`src/tlrq_pkg.sv`:
```
// ----------------------------------------------------------------------------
// tlrq_pkg
// Shared types and constants of the two-level ready queue.
// ----------------------------------------------------------------------------
package tlrq_pkg;

  // Thread identifier width and default ring depth
  localparam int unsigned IdW            = 6;
  localparam int unsigned MaxThreadsDflt = 64;

  // Item layout on the slave side: command, thread_id, assigned_is_io, effective_is_io
  localparam int unsigned CmdW     = 2;
  localparam int unsigned InDataW  = 16;
  // Item layout on the master side: got_thread, next_thread, from_io_level, insert_dropped
  localparam int unsigned OutFldW  = 1 + IdW + 1 + 1;
  localparam int unsigned OutDataW = 16;

  typedef enum logic [CmdW-1:0] {
    CMD_ADD_TAIL = 2'd0,
    CMD_ADD_HEAD = 2'd1,
    CMD_DEQUEUE  = 2'd2,
    CMD_NOP      = 2'd3
  } cmd_e;

  // Request to one ring for the current item
  typedef struct packed {
    logic ins;
    logic at_head;
    logic pop;
  } ring_cmd_t;

  // Occupancy status of one ring
  typedef struct packed {
    logic empty;
    logic full;
  } ring_stat_t;

endpackage

```
`src/tlrq_ring.sv`:
```
// ----------------------------------------------------------------------------
// tlrq_ring
// One double-ended ring of thread identifiers: a synchronous memory plus a
// head pointer and an occupancy count. Pop data is registered, ready in the
// cycle after the pop.
// ----------------------------------------------------------------------------
module tlrq_ring #(
  parameter int unsigned Depth = tlrq_pkg::MaxThreadsDflt
) (
  input  logic                     clk_i,
  input  logic                     rst_ni,
  input  tlrq_pkg::ring_cmd_t      cmd_i,
  input  logic [tlrq_pkg::IdW-1:0] id_i,
  output tlrq_pkg::ring_stat_t     stat_o,
  output logic [tlrq_pkg::IdW-1:0] rd_data_o
);
  import tlrq_pkg::*;

  localparam int unsigned IdxW = $clog2(Depth);
  localparam int unsigned CntW = $clog2(Depth + 1);
  localparam int unsigned SumW = CntW + 1;

  localparam logic [IdxW-1:0] LastIdx = IdxW'(Depth - 1);
  localparam logic [CntW-1:0] FullCnt = CntW'(Depth);
  localparam logic [SumW-1:0] DepthS  = SumW'(Depth);

  logic [IdW-1:0]  mem_q [Depth];
  logic [IdW-1:0]  rd_data_q;
  logic [IdxW-1:0] head_q, head_d;
  logic [CntW-1:0] count_q, count_d;

  logic [SumW-1:0] tail_sum;
  logic [IdxW-1:0] tail_idx;
  logic [IdxW-1:0] head_dec;
  logic [IdxW-1:0] head_inc;
  logic [IdxW-1:0] wr_addr;

  // Ring index arithmetic, wrapped once modulo the depth
  always_comb begin
    tail_sum = SumW'(head_q) + SumW'(count_q);
    tail_idx = (tail_sum >= DepthS) ? IdxW'(tail_sum - DepthS) : IdxW'(tail_sum);
    head_dec = (head_q == '0) ? LastIdx : head_q - IdxW'(1);
    head_inc = (head_q == LastIdx) ? '0 : head_q + IdxW'(1);
    wr_addr  = cmd_i.at_head ? head_dec : tail_idx;
  end

  // Advance head and count
  always_comb begin
    head_d  = head_q;
    count_d = count_q;
    if (cmd_i.ins) begin
      if (cmd_i.at_head) begin
        head_d = head_dec;
      end
      count_d = count_q + CntW'(1);
    end else if (cmd_i.pop) begin
      head_d  = head_inc;
      count_d = count_q - CntW'(1);
    end
  end

  always_ff @(posedge clk_i or negedge rst_ni) begin
    if (!rst_ni) begin
      head_q  <= '0;
      count_q <= '0;
    end else begin
      head_q  <= head_d;
      count_q <= count_d;
    end
  end

  // Write on insert, read the head on pop
  always_ff @(posedge clk_i) begin
    if (cmd_i.ins) begin
      mem_q[wr_addr] <= id_i;
    end
    if (cmd_i.pop) begin
      rd_data_q <= mem_q[head_q];
    end
  end

  assign stat_o.empty = (count_q == '0);
  assign stat_o.full  = (count_q == FullCnt);
  assign rd_data_o    = rd_data_q;

endmodule

```
`src/two_level_ready_queue.sv`:
```
// ----------------------------------------------------------------------------
// two_level_ready_queue
// Strict-priority ready queue of thread identifiers with an I/O ring and a
// normal ring.
// ----------------------------------------------------------------------------
// Each item is one command: add a thread at the tail or head of its level's
// ring (I/O when either priority flag is set), or dequeue the next ready
// thread, I/O ring first. Every item yields exactly one result item. An
// accepted item waits in the in-flight stage, where the ring memory's read
// is registered, and moves to the output register once that register is free
// or being taken. A new item is accepted only while no item is in flight;
// one finished result may wait on the master side while the next item is in
// flight. An add to a full ring is dropped and flagged in insert_dropped.
// ----------------------------------------------------------------------------
module two_level_ready_queue #(
  parameter int unsigned MaxThreads = tlrq_pkg::MaxThreadsDflt
) (
  input  logic                          clk_i,
  input  logic                          rst_ni,
  input  logic                          s_axis_tvalid,
  output logic                          s_axis_tready,
  // [1:0] command, [7:2] thread_id, [8] assigned_is_io, [9] effective_is_io
  input  logic [tlrq_pkg::InDataW-1:0]  s_axis_tdata,
  output logic                          m_axis_tvalid,
  input  logic                          m_axis_tready,
  // [0] got_thread, [6:1] next_thread, [7] from_io_level, [8] insert_dropped
  output logic [tlrq_pkg::OutDataW-1:0] m_axis_tdata
);
  import tlrq_pkg::*;

  cmd_e           cmd;
  logic [IdW-1:0] in_id;
  logic           in_is_io;
  logic           accept;
  logic           is_add;
  logic           is_deq;

  ring_cmd_t      io_cmd, nrm_cmd;
  ring_stat_t     io_stat, nrm_stat;
  logic [IdW-1:0] io_rd, nrm_rd;

  logic           p_valid_q, p_valid_d;
  logic           p_got_q, p_from_io_q, p_drop_q;
  logic           move;
  logic [IdW-1:0] p_thread;

  logic               out_valid_q, out_valid_d;
  logic [OutFldW-1:0] out_data_q;

  // Decode the incoming item
  always_comb begin
    cmd      = cmd_e'(s_axis_tdata[CmdW-1:0]);
    in_id    = s_axis_tdata[CmdW +: IdW];
    in_is_io = s_axis_tdata[CmdW + IdW] | s_axis_tdata[CmdW + IdW + 1];
    is_add   = (cmd == CMD_ADD_TAIL) || (cmd == CMD_ADD_HEAD);
    is_deq   = (cmd == CMD_DEQUEUE);
  end

  assign s_axis_tready = !p_valid_q;
  assign accept        = s_axis_tvalid && s_axis_tready;

  // Steer the command to at most one ring
  always_comb begin
    io_cmd.ins      = accept && is_add && in_is_io && !io_stat.full;
    io_cmd.at_head  = (cmd == CMD_ADD_HEAD);
    io_cmd.pop      = accept && is_deq && !io_stat.empty;
    nrm_cmd.ins     = accept && is_add && !in_is_io && !nrm_stat.full;
    nrm_cmd.at_head = (cmd == CMD_ADD_HEAD);
    nrm_cmd.pop     = accept && is_deq && io_stat.empty && !nrm_stat.empty;
  end

  tlrq_ring #(.Depth(MaxThreads)) u_io_ring (
    .clk_i     (clk_i),
    .rst_ni    (rst_ni),
    .cmd_i     (io_cmd),
    .id_i      (in_id),
    .stat_o    (io_stat),
    .rd_data_o (io_rd)
  );

  tlrq_ring #(.Depth(MaxThreads)) u_nrm_ring (
    .clk_i     (clk_i),
    .rst_ni    (rst_ni),
    .cmd_i     (nrm_cmd),
    .id_i      (in_id),
    .stat_o    (nrm_stat),
    .rd_data_o (nrm_rd)
  );

  // Hold the in-flight item until the output register frees up
  assign move        = p_valid_q && (!out_valid_q || m_axis_tready);
  assign p_valid_d   = accept || (p_valid_q && !move);
  assign out_valid_d = move || (out_valid_q && !m_axis_tready);

  always_ff @(posedge clk_i or negedge rst_ni) begin
    if (!rst_ni) begin
      p_valid_q   <= 1'b0;
      out_valid_q <= 1'b0;
    end else begin
      p_valid_q   <= p_valid_d;
      out_valid_q <= out_valid_d;
    end
  end

  always_ff @(posedge clk_i) begin
    if (accept) begin
      p_got_q     <= io_cmd.pop || nrm_cmd.pop;
      p_from_io_q <= io_cmd.pop;
      p_drop_q    <= is_add && (in_is_io ? io_stat.full : nrm_stat.full);
    end
  end

  // Select the popped identifier once the memory read has landed
  always_comb begin
    if (!p_got_q) begin
      p_thread = '0;
    end else if (p_from_io_q) begin
      p_thread = io_rd;
    end else begin
      p_thread = nrm_rd;
    end
  end

  always_ff @(posedge clk_i) begin
    if (move) begin
      out_data_q <= {p_drop_q, p_from_io_q, p_thread, p_got_q};
    end
  end

  assign m_axis_tvalid = out_valid_q;
  assign m_axis_tdata  = {(OutDataW - OutFldW)'(0), out_data_q};

endmodule
```
`config.mk`:
```
export PLATFORM = sky130hd
export DESIGN_NAME = two_level_ready_queue
export DESIGN_NICKNAME = d
export VERILOG_FILES = /design/src/tlrq_pkg.sv /design/src/tlrq_ring.sv /design/src/two_level_ready_queue.sv
export SDC_FILE = /design/constraint.sdc
export NUM_CORES = 1
export LEC_CHECK = 0
export BUFFER_PORTS_ARGS = -buffer_cell sky130_fd_sc_hd__buf_2
export CORE_ASPECT_RATIO = 1.5
export CORE_MARGIN = 2
export CORE_UTILIZATION = 51
export CTS_BUF_LIST = sky130_fd_sc_hd__clkbuf_16
export CTS_CLUSTER_DIAMETER = 40
export DETAILED_ROUTE_END_ITERATION = 6
export GPL_TIMING_DRIVEN = 0
export PLACE_DENSITY = 0.74
export SYNTH_ARGS = -nofsm -noshare
export SYNTH_HDL_FRONTEND = slang
export SYNTH_SLANG_ARGS = --single-unit
```
`constraint.sdc`:
```
create_clock -name clk_i -period 4.35 [get_ports clk_i]
set_clock_uncertainty 0.2 [all_clocks]
set_input_delay 0.2175 -clock clk_i [delete_from_list [all_inputs] [get_ports clk_i]]
set_output_delay 0.2175 -clock clk_i [all_outputs]
set_load 0.02 [all_outputs]
```
## After elaboration in Yosys (flattened, before gate mapping)

Memories as Yosys holds them, arrays and structs flattened. A register that Yosys moved wholly into a read port is not among the register bits.
Index checks and enable logic that the tools add are counted.

| storage, ports and cells | value |
|---|---|
| register bits | 40 |
| latch bits | 0 |
| RAM bits | 768 |
| ROM bits | 0 |
| input port bits | 20 |
| memories kept | 2 |

Memory list:

| memory | words | width | rd ports | clocked after memory_dff | write ports | line | text |
|---|---|---|---|---|---|---|---|
| u_io_ring.mem_q | 64 | 6 | 1 | 1 | 1 | tlrq_ring.sv:27 | `logic [IdW-1:0] mem_q [Depth];` |
| u_nrm_ring.mem_q | 64 | 6 | 1 | 1 | 1 | tlrq_ring.sv:27 |  |

| cells by class | value |
|---|---|
| add/sub/neg operators | 12 |
| multipliers | 0 |
| div/mod/pow operators | 0 |
| $lt $le $gt $ge | 2 |
| eq/ne operators | 8 |
| shifts and indexed selects | 0 |
| mux-type cells | 24 |
| bitwise operators | 1 |
| reduce and logical (&&, ||, !) cells | 37 |

Operators with widths:

| operator | count |
|---|---|
| 6-bit two-way mux | 15 |
| 7-bit two-way mux | 4 |
| 6-bit by 1-bit subtractor with 6-bit output, second input constant | 4 |
| 6-bit by 7-bit adder with 8-bit output | 2 |
| 8-bit by 7-bit >= comparator with 1-bit output, second input constant | 2 |
| 7-bit by 1-bit adder with 7-bit output, second input constant | 2 |
| 7-bit equality test, second input constant | 2 |
| 1-bit logical AND | 14 |
| 7-bit zero test | 2 |
| 7-bit by 1-bit subtractor with 7-bit output, second input constant | 2 |
| 6-bit by 1-bit adder with 6-bit output, second input constant | 2 |
| 6-bit equality test, second input constant | 2 |
| 6-bit zero test | 2 |
| 1-bit zero test | 9 |
| 1-bit logical OR | 5 |
| 1-bit two-way mux | 5 |
| 2-bit by 1-bit != test with 1-bit output, second input constant | 2 |
| 2-bit AND reduction | 2 |
| 2-bit nonzero test | 2 |
| 2-bit by 1-bit equality test with 1-bit output, second input constant | 1 |
| 2-bit equality test, second input constant | 1 |
| 2-bit zero test | 1 |
| 1-bit bitwise OR | 1 |

## Longest topological paths before layout

| depth | value |
|---|---|
| depth in word-level cells | 7 |
| depth in mapped cells | 13 |
| gate-level depth less buffers | 11 |

## By module

From an unflattened synthesis, not the netlist that was laid out.

| second synthesis, totals | value |
|---|---|
| cell total of the unflattened synthesis | 1837 |
| area, all modules | 34162.8 um2 |

Modules (own cells, without submodules):

| module | times used | cells each | area each (um2) | sequential area each (um2) |
|---|---|---|---|---|
| tlrq_ring (u_nrm_ring) | 1 | 893 | 16796.1 | 12036.5 |
| tlrq_ring (u_io_ring) | 1 | 891 | 16683.5 | 12036.5 |
| two_level_ready_queue | 1 | 53 | 683.2 | 410.4 |

## Worst setup path before layout

Ideal clock, no wire load.

| timing | value |
|---|---|
| path kind | register to register |
| start point | register u_io_ring.head_q[1] |
| end point | memory u_io_ring.mem_q[48][0], enable pin |
| arrival time | 3.065 ns |
| slack | 0.735 ns |
| stages on the path, launching flop included | 13 |
| path buffers | 5 |
| path through | dfrtp_1 > buf_2 > buf_4 > buf_4 > buf_4 > clkinv_1 > ha_1 > and3_1 > a211o_1 > o32a_1 > or2_1 > clkbuf_1 > nor2_1 |

| between the ends | value |
|---|---|
| longest elaborated chain between the ends | 4 |
| elaborated cells between the ends (all ways) | 8 |
| those cells by class | 3 x add/sub; 1 x order compare; 3 x mux; 1 x reduce/logical |

RTL lines:

| element | line | text |
|---|---|---|
| from (decl) | tlrq_ring.sv:29 | `logic [IdxW-1:0] head_q, head_d;` |
| from (signal assigned) | tlrq_ring.sv:64 | `head_q <= '0;` |
| from (signal assigned) | tlrq_ring.sv:67 | `head_q <= head_d;` |
| 6-bit by 7-bit adder with 8-bit output | tlrq_ring.sv:40 | `tail_sum = SumW'(head_q) + SumW'(count_q);` |
| 8-bit by 7-bit >= comparator with 1-bit output or 6-bit by 1-bit subtractor with 6-bit output (tied branches) | tlrq_ring.sv:41 | `tail_idx = (tail_sum >= DepthS) ? IdxW'(tail_sum - DepthS) : IdxW'(tail_sum);` |
| 6-bit two-way mux | tlrq_ring.sv:41 |  |
| 6-bit two-way mux (*) | tlrq_ring.sv:44 | `wr_addr = cmd_i.at_head ? head_dec : tail_idx;` |
| to (decl) | tlrq_ring.sv:27 |  |

Mark *: on every way between the ends. The rest lies on a longest branch, timed or not.

## Final worst setup path

| timing | value |
|---|---|
| start point | register u_nrm_ring.head_q[1] |
| end point | memory u_nrm_ring.mem_q[49][1], enable pin |

| between the ends | value |
|---|---|
| longest elaborated chain between the ends | 4 |
| elaborated cells between the ends (all ways) | 8 |
| those cells by class | 3 x add/sub; 1 x order compare; 3 x mux; 1 x reduce/logical |

RTL lines:

| element | line |
|---|---|
| from (decl) | tlrq_ring.sv:29 |
| from (signal assigned) | tlrq_ring.sv:64 |
| from (signal assigned) | tlrq_ring.sv:67 |
| 6-bit by 7-bit adder with 8-bit output | tlrq_ring.sv:40 |
| 8-bit by 7-bit >= comparator with 1-bit output or 6-bit by 1-bit subtractor with 6-bit output (tied branches) | tlrq_ring.sv:41 |
| 6-bit two-way mux | tlrq_ring.sv:41 |
| 6-bit two-way mux (*) | tlrq_ring.sv:44 |
| to (decl) | tlrq_ring.sv:27 |

Marked as above.

==> qor.csv <==
metric,value,unit
library cells used by synthesis,70,
R2R Path End,u_nrm_ring.mem_q[49][1]$_DFFE_PP_,
Synth top cells by count,"792 x edfxtp_1, 192 x mux4_2, 169 x nor2_1",
final wirelength,86000,µm
Detail Placement HPWL,57660,µm
VDD IR max,518.8,µV
Die H,319.0,µm
"Hold Vio Cnt, Final",0,
Ports,38,
post-route insts no fill,2923,
total number of vias,18470,
per-cell routed wire length,29.42,µm
core box area,65470,µm²
Mapped Cells,1835,
area of placed instances,35150,µm²
PwrDens,668.3,nW/µm²
ANT cells,0,
Slew @ Worst Pin,1.318,ns
number of remaining DRC errors,0,
Core Rows,115,
"EDFF count, synth",792,
CTS max path bufs,3,
cell area after layout,39310,µm²
top cell type's share of synthesized area,70.51,%
DRT Pass-1 Iters,6,
RSZ-0062 raised after global routing,true,
Hold Crit Class,in -> async,
slowest library cell on the worst path,nor2_2,
ANT nets after route,0,
worst path required time,4.43,ns
"Clk Latency, worst-skew pair",0.65,ns
Global Route Usage Sum,25.42,%
met2 wire length,45220,µm
DIE AREA,68250,µm²
Post-Route Setup TNS,-0.7642,ns
CP Cell Sequence,buf_2 -> clkbuf_4 -> buf_4 -> clkinvlp_4 -> ha_1 -> nor2b_1 -> a211oi_1 -> a21oi_1 -> o32ai_2 -> nand2_1 -> nor2_2,
clk slew on worst S/H paths,0.06,ns
asr flop ratio synth,3.415,%
synthesized cell area,33730,µm²
vias per inst,6.319,
static leakage,12.45,nW
crit path DAT,4.50,ns
register bit total from synthesis,820,
area grow syn2layout,16.55,%
PortBufs,23,
CTS buffer count,89,
GPL Wtd Cong,0.9712,
WS Path Type,reg -> reg,
CTS tree,built,
Worst slew margin,11.43,%
# setup viols final,18,
clock sink count,820,
Worst Reg2Reg Path Length in Cells,11,
ratio of final minimum period to clock period,101.6,%
DR WL met3,6046,µm
Max Cap Viol,0,
initial antenna violation count,1,
"count leader, synth",edfxtp_1,
R2R Setup Slk,-0.07,ns
highest routed metal layer,met5,
H-tree depth,3,
largest net degree at the start of global routing,97,
failing checks,negative setup slack,
"Worst Setup Slack, final",-0.06774,ns
Crit. End Element,register,
Placed Cells,2747,
"Top FF cell, synth",edfxtp_1,
Ys Warns,0,
mean area per synthesized cell,18.38,µm²
outcome,finished with violations,
Starting Density,51.52,%
top post-synthesis cells by area,"edfxtp_1 71%, mux4_2 13%, dfrtp_1 2.1%",
largest area contributor in the netlist,edfxtp_1,
CP peak stage delay,0.47,ns
Final Max Tran Viols,0,
fin nets,2024,
sequential share of the synthesized area,72.59,%
clock tree root driver cell,clkbuf_16,
FMAX,0.2264,GHz
Final Util,60.05,%
Die W,214.0,µm
met1 WL,29570,µm
first-pass GRT wire length,126200,µm
share of layout cells above drive strength 1,30.89,%
Iter 0 DRT Violations,2045,
"Power, Total",26.27,mW
worst reg2reg path startpoint,u_nrm_ring.head_q[1]$_DFFE_PN0P_,
worst-path fanout max,10,
crit start category,register,
number of global-route vias before repair,19050,
min cycle time layout,4.418,ns
Overflow after GRT,0,
critical path, delay by kind of cell, from the launching register on:
family	cells	cell delay (ns)
AOI/OAI and AO/OA	3	0.86
buffers and inverters	4	1.23
DFF	1	0.41
and+or+nand+nor	3	1.05
adders and majority gates	1	0.30
worst max-delay path by stage:
stage               slack, ns  depth (start not counted)                                end                              from
finish                  -0.07                         11  u_nrm_ring.mem_q[49][1]$_DFFE_PP_  u_nrm_ring.head_q[1]$_DFFE_PN0P_
global placement        -0.83                         12    u_io_ring.mem_q[7][1]$_DFFE_PP_   u_io_ring.head_q[1]$_DFFE_PN0P_
global route            -0.15                         11  u_nrm_ring.mem_q[48][1]$_DFFE_PP_  u_nrm_ring.head_q[1]$_DFFE_PN0P_
CTS                     -0.09                         11  u_nrm_ring.mem_q[31][1]$_DFFE_PP_  u_nrm_ring.head_q[1]$_DFFE_PN0P_
floorplan                0.74                         12   u_io_ring.mem_q[48][0]$_DFFE_PP_   u_io_ring.head_q[1]$_DFFE_PN0P_
detailed placement      -0.82                         12    u_io_ring.mem_q[5][3]$_DFFE_PP_   u_io_ring.head_q[1]$_DFFE_PN0P_
sequential cells by signal, summed over array words and instances (netlist names):
| register | flops |
|---|---|
| m_axis_tvalid | 1 |
| out_data_q | 9 |
| p_drop_q | 1 |
| p_from_io_q | 1 |
| p_got_q | 1 |
| p_valid_q | 1 |
| u_io_ring.count_q | 7 |
| u_io_ring.head_q | 6 |
| u_io_ring.mem_q | 384 |
| u_io_ring.rd_data_o | 6 |
| u_nrm_ring.count_q | 7 |
| u_nrm_ring.head_q | 6 |
| u_nrm_ring.mem_q | 384 |
| u_nrm_ring.rd_data_o | 6 |
what timing repair did:
item                       4_1_cts  5_1_grt
resized for setup              201       77
setup endpoints to repair      748      738
hold buffers                    12        0
pin swaps                        2        3
hold endpoints to repair       327        0
setup buffers                    3        2
kinds of logic after synthesis:
group           count (synthesis)  share of synthesized area [%]
fa+ha+maj                      30                          1.202
xor+xnor                       18                         0.4674
mux                           242                          14.45
compound gates                200                          4.069
buf+inv                       114                          1.725
other cells                     1                        0.01112
flops                         820                          72.59
simple gates                  410                          5.486
metrics by stage:
| step | setup slack, ns | hold slack (ns) |
|---|---|---|
| 2_1_floorplan | 0.7353 | -0.2781 |
| 3_3_place_gp | -0.8325 | 0.1421 |
| 4_1_cts | -0.08933 | 0.01962 |
| 6_report | -0.06774 | 0.005469 |
| 5_1_grt | -0.1541 | 0.07009 |
| 3_5_place_dp | -0.8193 | 0.1615 |
where the power goes:
| group | switching (mW) | internal [mW] | total, mW |
|---|---|---|---|
| combinational | 6.06 | 3.50 | 9.56 |
| sequential | 0.233 | 8.94 | 9.18 |
| clock | 3.24 | 4.30 | 7.54 |
| total | 9.53 | 16.7 | 26.3 |
cell usage in the layout (no fill, tap or decap), types with 11 or more instances in the layout:
cell type	instances
edfxtp_1	792
mux4_2	192
nor2_4	94
clkbuf_16	89
nand2_1	74
buf_2	52
nor2_1	41
a21oi_1	35
mux2i_1	34
nor3_1	34
nor2_2	34
nand3_1	33
buf_4	33
o21ai_0	32
dfrtp_1	28
clkbuf_1	27
ha_1	26
inv_1	24
nor2b_1	20
a22oi_1	18
o22ai_1	17
nand2_2	16
mux2_2	14
inv_6	14
a211oi_1	12
dlygate4sd3_1	12
and2_1	11
final cells by class:
| type | count | area [µm²] |
|---|---|---|
| Buffer | 94 | 520.5 |
| Sequential cell | 820 | 24480 |
| Inverter | 16 | 66.31 |
| Fill cell | 4635 | 26160 |
| Clock inverter | 74 | 733.2 |
| Timing Repair Buffer | 46 | 490.5 |
| Clock buffer | 89 | 2227 |
| Multi-Input combinational cell | 907 | 9694 |
| Tap cell | 877 | 1097 |
routing by layer:
metal	global-route usage, %	vias to the layer above
li1	-	7745
met1	29.73	9483
met2	44.49	1011
met3	4.187	230
met4	14.61	2
met5	0	-
No activity file was read; power rests on OpenSTA's default activity.
